File: src/rtl/core/assert_macros.svh
// Assertion macros for the line breaker RTL; included by glb_dp.
// Clocked on clk, disabled while rst is high.
`ifndef ASSERT_MACROS_SVH
`define ASSERT_MACROS_SVH

// Plain clocked check.
`define GLB_ASSERT(label, prop, msg) \
  label: assert property (@(posedge clk) disable iff (rst) (prop)) else $error(msg);

// Implication whose consequent is checked in the next cycle.
`define GLB_ASSERT_NEXT(label, ante, cons, msg) \
  label: assert property (@(posedge clk) disable iff (rst) (ante) |=> (cons)) else $error(msg);

`endif

File: src/rtl/core/glb_pkg.sv
// Shared types and codes for the greedy line breaker.
// Used by glb_ctrl, glb_dp and the top level.
package glb_pkg;

  localparam logic [23:0] W24 = 24'hFFFFFF;

  // character classes
  localparam logic [2:0] CLS_OTHER = 3'd0;
  localparam logic [2:0] CLS_SPACE = 3'd1;
  localparam logic [2:0] CLS_LF    = 3'd3;
  localparam logic [2:0] CLS_CR    = 3'd4;

  // wrap modes
  localparam logic [1:0] MODE_NONE  = 2'd0;
  localparam logic [1:0] MODE_WORD  = 2'd1;
  localparam logic [1:0] MODE_CHAR  = 2'd2;
  localparam logic [1:0] MODE_EMERG = 2'd3;

  // configuration register indexes
  localparam logic [2:0] REG_WRAP_MODE  = 3'd0;
  localparam logic [2:0] REG_MAX_WIDTH  = 3'd1;
  localparam logic [2:0] REG_MAX_LINES  = 3'd2;
  localparam logic [2:0] REG_LINE_PITCH = 3'd3;
  localparam logic [2:0] REG_ASCENT     = 3'd4;

  // glyph store read address select
  localparam logic [2:0] RS_I   = 3'd0;
  localparam logic [2:0] RS_JM1 = 3'd1;
  localparam logic [2:0] RS_J   = 3'd2;
  localparam logic [2:0] RS_KM1 = 3'd3;
  localparam logic [2:0] RS_IP1 = 3'd4;

  // line parameter sources
  localparam logic [1:0] E_MAIN  = 2'd0;
  localparam logic [1:0] E_FINAL = 2'd1;
  localparam logic [1:0] E_WORD  = 2'd2;
  localparam logic [1:0] E_EMPTY = 2'd3;

  typedef struct packed {
    logic       load;
    logic       begin_txt;
    logic [2:0] rsel;
    logic       emit;
    logic [1:0] esel;
    logic       step_rd;
    logic       step_cur;
    logic       bk_init;
    logic       bk_dec;
    logic       tr_acc;
    logic       store;
    logic       nl_next;
    logic       nl_skip;
    logic       restart;
    logic       wd_start;
    logic       sk_inc;
    logic       flush;
  } glb_cmd_t;

  typedef struct packed {
    logic       empty;
    logic       i_lt_n;
    logic       ip1_lt_n;
    logic       j_gt_ls;
    logic       k_gt_lo;
    logic       ls_lt_n;
    logic       lines_lt_lim;
    logic       ovf;
    logic       mode_char;
    logic [2:0] cls;
  } glb_stat_t;

endpackage

File: src/rtl/core/glb_ctrl.sv
// Sequencer for the line breaking pass.
// Depends on glb_pkg; drives glb_dp through glb_cmd_t.
module glb_ctrl import glb_pkg::*; (
  input  logic      clk,
  input  logic      rst,
  input  logic      start,
  input  logic      last_glyph,
  input  glb_stat_t stat,
  output glb_cmd_t  cmd,
  output logic      busy
);

  localparam logic [3:0] S_IDLE   = 4'd0;
  localparam logic [3:0] S_CHK0   = 4'd1;
  localparam logic [3:0] S_RD     = 4'd2;
  localparam logic [3:0] S_EV     = 4'd3;
  localparam logic [3:0] S_BK_RD  = 4'd4;
  localparam logic [3:0] S_BK_EV  = 4'd5;
  localparam logic [3:0] S_BRK_RD = 4'd6;
  localparam logic [3:0] S_BRK_EV = 4'd7;
  localparam logic [3:0] S_TR_RD  = 4'd8;
  localparam logic [3:0] S_TR_EV  = 4'd9;
  localparam logic [3:0] S_STORE  = 4'd10;
  localparam logic [3:0] S_POST   = 4'd11;
  localparam logic [3:0] S_CR_EV  = 4'd12;
  localparam logic [3:0] S_SK_RD  = 4'd13;
  localparam logic [3:0] S_SK_EV  = 4'd14;
  localparam logic [3:0] S_FLUSH  = 4'd15;

  // what follows a line once it is stored
  localparam logic [1:0] C_END = 2'd0;
  localparam logic [1:0] C_NL  = 2'd1;
  localparam logic [1:0] C_CH  = 2'd2;
  localparam logic [1:0] C_WD  = 2'd3;

  logic [3:0] state, state_next;
  logic [1:0] ctx, ctx_next;
  logic       cr, cr_next;

  assign busy = (state != S_IDLE);

  always_ff @(posedge clk) begin
    if (rst) begin
      state <= S_IDLE;
      ctx   <= C_END;
      cr    <= 1'b0;
    end else begin
      state <= state_next;
      ctx   <= ctx_next;
      cr    <= cr_next;
    end
  end

  always_comb begin
    cmd        = '0;
    cmd.rsel   = RS_I;
    state_next = state;
    ctx_next   = ctx;
    cr_next    = cr;
    unique case (state)
      S_IDLE: begin
        if (start) begin
          cmd.load = 1'b1;
          if (last_glyph) begin
            cmd.begin_txt = 1'b1;
            state_next = S_CHK0;
          end
        end
      end
      S_CHK0: begin
        if (stat.empty) begin
          cmd.emit = 1'b1;
          cmd.esel = E_EMPTY;
          ctx_next = C_END;
          state_next = S_TR_RD;
        end else begin
          state_next = S_RD;
        end
      end
      S_RD: begin
        if (stat.i_lt_n) begin
          cmd.rsel = RS_I;
          state_next = S_EV;
        end else if (stat.ls_lt_n && stat.lines_lt_lim) begin
          cmd.emit = 1'b1;
          cmd.esel = E_FINAL;
          ctx_next = C_END;
          state_next = S_TR_RD;
        end else begin
          state_next = S_FLUSH;
        end
      end
      S_EV: begin
        if (stat.cls == CLS_LF || stat.cls == CLS_CR) begin
          cmd.emit = 1'b1;
          cmd.esel = E_MAIN;
          ctx_next = C_NL;
          cr_next  = (stat.cls == CLS_CR);
          state_next = S_TR_RD;
        end else if (stat.ovf && stat.mode_char) begin
          cmd.emit = 1'b1;
          cmd.esel = E_MAIN;
          ctx_next = C_CH;
          state_next = S_TR_RD;
        end else if (stat.ovf) begin
          cmd.bk_init = 1'b1;
          state_next = S_BK_RD;
        end else begin
          cmd.step_rd = 1'b1;
          state_next = S_RD;
        end
      end
      S_BK_RD: begin
        if (stat.j_gt_ls) begin
          cmd.rsel = RS_JM1;
          state_next = S_BK_EV;
        end else begin
          // no boundary: the line keeps growing
          cmd.step_cur = 1'b1;
          state_next = S_RD;
        end
      end
      S_BK_EV: begin
        if (stat.cls == CLS_SPACE) begin
          state_next = S_BRK_RD;
        end else begin
          cmd.bk_dec = 1'b1;
          state_next = S_BK_RD;
        end
      end
      S_BRK_RD: begin
        cmd.rsel = RS_J;
        state_next = S_BRK_EV;
      end
      S_BRK_EV: begin
        cmd.emit = 1'b1;
        cmd.esel = E_WORD;
        ctx_next = C_WD;
        state_next = S_TR_RD;
      end
      S_TR_RD: begin
        if (stat.k_gt_lo) begin
          cmd.rsel = RS_KM1;
          state_next = S_TR_EV;
        end else begin
          state_next = S_STORE;
        end
      end
      S_TR_EV: begin
        if (stat.cls != CLS_OTHER) begin
          cmd.tr_acc = 1'b1;
          state_next = S_TR_RD;
        end else begin
          state_next = S_STORE;
        end
      end
      S_STORE: begin
        cmd.store = 1'b1;
        state_next = S_POST;
      end
      S_POST: begin
        if (ctx == C_END || !stat.lines_lt_lim) begin
          state_next = S_FLUSH;
        end else begin
          unique case (ctx)
            C_NL: begin
              if (cr && stat.ip1_lt_n) begin
                cmd.rsel = RS_IP1;
                state_next = S_CR_EV;
              end else begin
                cmd.nl_next = 1'b1;
                state_next = S_RD;
              end
            end
            C_CH: begin
              cmd.restart = 1'b1;
              state_next = S_RD;
            end
            C_WD: begin
              cmd.wd_start = 1'b1;
              state_next = S_SK_RD;
            end
            default: state_next = S_FLUSH;
          endcase
        end
      end
      S_CR_EV: begin
        // CR LF ends one line only
        cmd.nl_next = 1'b1;
        cmd.nl_skip = (stat.cls == CLS_LF);
        state_next = S_RD;
      end
      S_SK_RD: begin
        if (stat.i_lt_n) begin
          cmd.rsel = RS_I;
          state_next = S_SK_EV;
        end else begin
          cmd.restart = 1'b1;
          state_next = S_RD;
        end
      end
      S_SK_EV: begin
        if (stat.cls == CLS_SPACE) begin
          cmd.sk_inc = 1'b1;
          state_next = S_SK_RD;
        end else begin
          cmd.restart = 1'b1;
          state_next = S_RD;
        end
      end
      S_FLUSH: begin
        cmd.flush = 1'b1;
        state_next = S_IDLE;
      end
      default: state_next = S_IDLE;
    endcase
  end

endmodule

File: config.mk
export PLATFORM = sky130hd
export DESIGN_NAME = glb_ctrl
export DESIGN_NICKNAME = d
export VERILOG_FILES = /design/src/rtl/core/assert_macros.svh /design/src/rtl/core/glb_pkg.sv /design/src/rtl/core/glb_ctrl.sv
export SDC_FILE = /design/constraint.sdc
export NUM_CORES = 1
export LEC_CHECK = 0
export ABC_CLOCK_PERIOD_IN_PS = 1600
export BUFFER_PORTS_ARGS = -buffer_cell sky130_fd_sc_hd__buf_2
export CAP_MARGIN = 5
export CORE_MARGIN = 3
export CORE_UTILIZATION = 35
export DETAILED_ROUTE_END_ITERATION = 7
export HOLD_SLACK_MARGIN = 0.05
export PLACE_DENSITY = 0.74
export SYNTH_ARGS = -nofsm -noshare
export SYNTH_HDL_FRONTEND = slang
export SYNTH_SLANG_ARGS = --single-unit
File: constraint.sdc
create_clock -name clk -period 1.6 [get_ports clk]
set_input_delay 0.16 -clock clk [delete_from_list [all_inputs] [get_ports clk]]
set_output_delay 0.16 -clock clk [all_outputs]
set_load 0.02 [all_outputs]
After elaboration in Yosys (flattened, before gate mapping)
Cells that the tools add are included.
W data, S select, Z words.
Cells by class
  equality and inequality tests: 27
  multiplexer cells: 68
  reductions and logical operators: 14
Operator list (number)
  $pmux W4 S16: 1
  $mux W4: 10
  $mux W3: 11
  $eq A4 B4 Y1 const B: 8
  $mux W1: 28
  $mux W2: 12
  $pmux W3 S4: 2
  $eq A4 B3 Y1 const B: 4
  $pmux W4 S3: 1
  $ne A2 B2 Y1 const B: 5
  $eq A4 B2 Y1 const B: 2
  $pmux W2 S4: 1
  $reduce_bool A4 Y1: 2
  $reduce_and A5 Y1: 1
  $eq A2 B2 Y1 const B: 2
  $eq A4 B1 Y1 const B: 1
  $logic_not A4 Y1: 1
  $reduce_and A2 Y1: 2
  $eq A3 B1 Y1 const B: 1
  $eq A3 B2 Y1 const B: 1
  $eq A3 B3 Y1 const B: 1
  $logic_and A1 B1 Y1: 3
  $ne A3 B3 Y1 const B: 1
  $pmux W1 S3: 1
  other kinds (6): 7
Storage, ports and cells
  register bits after elaboration: 7
  bits of input ports: 16
  output and inout bits: 21

Longest topological paths before layout
  depth after elaboration: 5
  depth in mapped cells: 6
  depth with buffers taken out: 6

Worst setup path after synthesis
OpenSTA, ideal clock, no wires.
  kind: reg-to-reg
  start point: reg state[1]
  end point: reg ctx[1]
  data arrival time: 1.645 ns
  setup slack: -0.168 ns
  stages on the path, launching flop included: 5
  buffers on the path: 0
  clock period less this slack: 1.768 ns
  cells stage by stage: dfxtp_1 or3b_2 a21oi_2 a211o_2 mux2_1
On the way
  longest elaborated chain between the ends: 3
  elaborated cells on any way between the ends: 11
  those cells by class: eq/ne (8); mux (1); reduce/logical (2)
Ends and longest elaborated chain
  start, declared: line glb_ctrl.sv:36  | logic [3:0] state, state_next;
  start signal, assigned: line glb_ctrl.sv:48  | state <= state_next;
  $eq A4 B2 Y1 (tied with other cells): line glb_ctrl.sv:60  | unique case (state)
  $ne A3 B3 Y1 (no line) (tied with other cells)
  $reduce_and A5 Y1 (no line)
  end signal, assigned: line glb_ctrl.sv:49  | ctx <= ctx_next;
  end, declared: line glb_ctrl.sv:37  | logic [1:0] ctx, ctx_next;
Several ways; a longest one is shown, not always the timed one.
A chain may end at the register's enable or synchronous reset.

Final worst setup path
  start point: reg ctx[0]
  end point: reg state[2]
On the way
  longest elaborated chain between the ends: 4
  elaborated cells on any way between the ends: 8
  those cells by class: eq/ne (3); mux (3); reduce/logical (2)
Ends and longest elaborated chain
  $eq A2 B2 Y1 (tied with other cells): line glb_ctrl.sv:165  | unique case (ctx)
  $pmux W4 S3 or $logic_or A1 B1 Y1 (tied branches): line glb_ctrl.sv:165, glb_ctrl.sv:162
  $mux W4 *: line glb_ctrl.sv:162  | if (ctx == C_END || !stat.lines_lt_lim) begin
  $pmux W4 S16 *: line glb_ctrl.sv:60
Mark *: on every way between the ends. The rest lies on a longest branch, timed or not.

==> metrics.md <==
| Metric | Value |
|---|---|
| Status | complete, but fails checks |
| Failing checks | negative setup slack |
| Syn_nets | ~150 |
| DRC viols | 0 |
| Comb pwr share | between 30% and 40% |
| Vias in the first global route | about 1,300 |
| Placer Congestion | 0.929 |
| Fraction of registers with async set/reset | 0% |
| Achievable frequency | 586 MHz |
| Critical Path Sink Type | flop |
| Post-layout util | 68.9% |
| Startpoint Class | flop |
| Tot GR Track Use | 22.4% |
| Starting Density | a little under two fifths |
| Synth warnings | 0 |
| Leak pwr | 0.788 nW |
| Max FO, Critical Path | 4 |
| H-tree lvl count | 1 |
| Rel. slew slack | approximately two thirds |
| Fillers | approximately 180 |
| Antenna Cells | 0 |
| Vias | between 1,000 and 1,500 |
| Max Slew Vio Count | 0 |
| Area leader, netlist | dfxtp_1 |
| Clock Latency Late Sink | between 0.2 and 0.3 ns |
| Post-synth EDFFs | 0 |
| Kind of critical path | flop to flop |
| CTS Buf Count | 3 |
| Sequential share of power | about a third |
| 1st-pass router iterations | 4 |
| Initial antenna violation count | 0 |
| Syn Area/Cell | about 7 um2 |
| Clock network power share | 29.1% |
| Worst setup margin | -0.106 ns |
| RSZ-0062 raised after global routing | true |
| Synth Cell Area | ~930 um2 |
| Sequential share of the synthesized area | 15.1% |
| Fraction of layout cells with a size suffix above 1 | between 60% and 70% |
| Post-synth top area share | 15.1% |
| CTS Sinks | 7 |
| Hold Violations, Final | 0 |
| WP data required | approximately 1.7 ns |
| Die Y | ~57 um |
| Post-layout min period | 1.71 ns |
| First-pass GRT wire length | just under 6 mm |
| WHS | about 0.18 ns |
| Die X | roughly 57 um |
| Total grt overflow | 0 |
| Largest net degree at the start of global routing | 11 |
| Switch Pwr | 0.189 mW |
| Antenna viol nets, final | 0 |
| CTS tree | yes |
| Worst Clk Skew | 0.00465 ns |
| Core Area | between 0.002 and 0.0025 mm2 |
| Cell count after synthesis | about 130 |
| Slew @ Worst Pin | 0.471 ns |
| Synth-to-Final Area Change | 85.7% |
| PwrDens | 327 mW/mm2 |
| Switching Fraction | between 30% and 40% |
| Clk buf depth | 2 |
| Routed WL | roughly 3.9 mm |
| Dpl hpwl | approximately 2.6 mm |
| Hold Path Class | primary input to flop |
| Internal Power | approximately 0.37 mW |
| 1st-iter DRT viols | 53 |
| #FFs+latches synth | 7 |
| Max-Cap Viols | 0 |
| Final setup vio count | 9 |
| Port bufs | 36 |
| Synth area leaders | dfxtp_1 15%, nor2_1 6.1%, a21oi_1 5.9% |
| VDD IR max | between 0.4 and 0.5 mV |
| Nets@finish | about 220 |
| WL per Instance | between 15 and 20 um |
| Post-synth top flop | dfxtp_1 |
| Io pins | 37 |
| Std cell rows | 18 |
| Die area | between 0.003 and 0.004 mm2 |
| Netlist cell types | 48 |
| Crit path DAT | 1.84 ns |
| Clock root cell | clkbuf_4 |
| Final period util | 107% |
| Vias per Instance | slightly below 6 |
| CTS clk-pin slew, worst paths | 0.05 ns |
-- power groups by stage --
| stage | registers (mW) | logic (mW) | clock network [mW] |
|---|---|---|---|
| floorplan | 0.182 | 0.0927 | 0 |
| finish | 0.178 | 0.221 | 0.164 |
| global route | 0.178 | 0.235 | 0.177 |
| detailed placement | 0.184 | 0.165 | 0 |
| global placement | 0.184 | 0.163 | 0 |
| CTS | 0.177 | 0.188 | 0.166 |
-- sequential cells by signal (all words and copies together) (netlist names) --
name / cells
state: 4
cr: 1
ctx: 2
-- cell usage after synthesis (3+ instances only) --
| cell type | instances |
|---|---|
| nor2_1 | 15 |
| a21oi_1 | 11 |
| nand2_1 | 10 |
| nor3_1 | 10 |
| inv_1 | 8 |
| dfxtp_1 | 7 |
| nand2b_1 | 6 |
| buf_2 | 5 |
| o21ai_0 | 5 |
| ha_1 | 4 |
| nor2b_1 | 4 |
| nand3b_1 | 3 |
| nor3b_1 | 3 |
| o21bai_1 | 3 |
-- final cells by class --
class,count,area [um2],area share (%)
multi-input cells,110,926,53.8
repair buffers,71,539,31.3
flip-flops and latches,7,160,9.30
well taps,30,37.5,2.18
inverters,8,32.5,1.89
clock buffers,4,26.3,1.53
-- cell families after synthesis --
| logic type | Yosys count | synth area share (%) |
|---|---|---|
| AND/OR/NAND/NOR | 70 | 44.0 |
| AO/OA/AOI/OAI | 34 | 26.0 |
| buffers and inverters | 15 | 7.15 |
| flip-flops | 7 | 15.1 |
| adder cells (fa/ha/maj) | 4 | 5.40 |
| multiplexers | 2 | 2.29 |
-- worst max-delay path, cell delays in order, from the launching register on --
cell      delay [ns]
dfxtp_4         0.38
inv_4           0.04
ha_4            0.14
nand2b_4        0.15
buf_4           0.14
a311o_1         0.32
a221oi_2        0.28
a31oi_1         0.13
-- metrics by stage --
stage | power, mW | cell area (um2) | TNS, ns | setup WS (ns) | instances
floorplan | 0.275 | 975 | 0 | 0.00825 | 132
global placement | 0.347 | 1310 | -0.0360 | -0.0248 | 212
detailed placement | 0.349 | 1310 | -0.0498 | -0.0347 | 212
CTS | 0.531 | 1540 | -0.246 | -0.0872 | 221
global route | 0.590 | 1720 | -1.08 | -0.143 | 230
finish | 0.562 | 1720 | -0.399 | -0.106 | 230
-- routing by layer --
layer  up-vias  global-route usage [%]  part of all wire [%]
met3        18                    3.39                   8.0
met2        81                    38.5                    49
met4         0                    12.3                   3.8
met1       625                    26.4                    39
li1        622                       -                     -
met5         -                       0                     0
-- placed cells by master (no fill, tap or decap), types with 2 or more instances in the layout --
cell type and count:
o21ai_0 4, nand2_2 2, buf_4 36, or3b_4 2, nor3b_1 3, a21oi_1 10, nand2b_4 3, ha_4 3
buf_6 15, nor3_2 2, inv_2 3, dfxtp_4 5, buf_2 20, nor2_1 14, nor3_1 5, o21bai_1 3
nand2b_1 3, nor3_4 5, inv_1 4, nand2_1 8, clkbuf_4 3, nor2b_1 2, nand3b_1 3
-- worst paths after layout --
path | startpoint | end | slack (ns) | cells after the start
worst max-delay path | ctx[0]$_SDFFE_PP0P_ | state[2]$_SDFFE_PP0P_ | -0.11 | 7
worst min-delay path | rst | cr$_SDFFE_PP0P_ | 0.18 | 2
worst max register to register | ctx[0]$_SDFFE_PP0P_ | state[2]$_SDFFE_PP0P_ | -0.11 | 7
worst min register to register | cr$_SDFFE_PP0P_ | cr$_SDFFE_PP0P_ | 0.64 | 3
-- what timing repair did --
action / CTS / global route
hold buffers: 0 / 0
setup buffers: 5 / 10
setup endpoints to repair: 23 / 18
endpoints found under the hold margin: 0 / 0
resized for setup: 44 / 31
pin swaps: 8 / 18
Power figures use the tool's default switching activity.
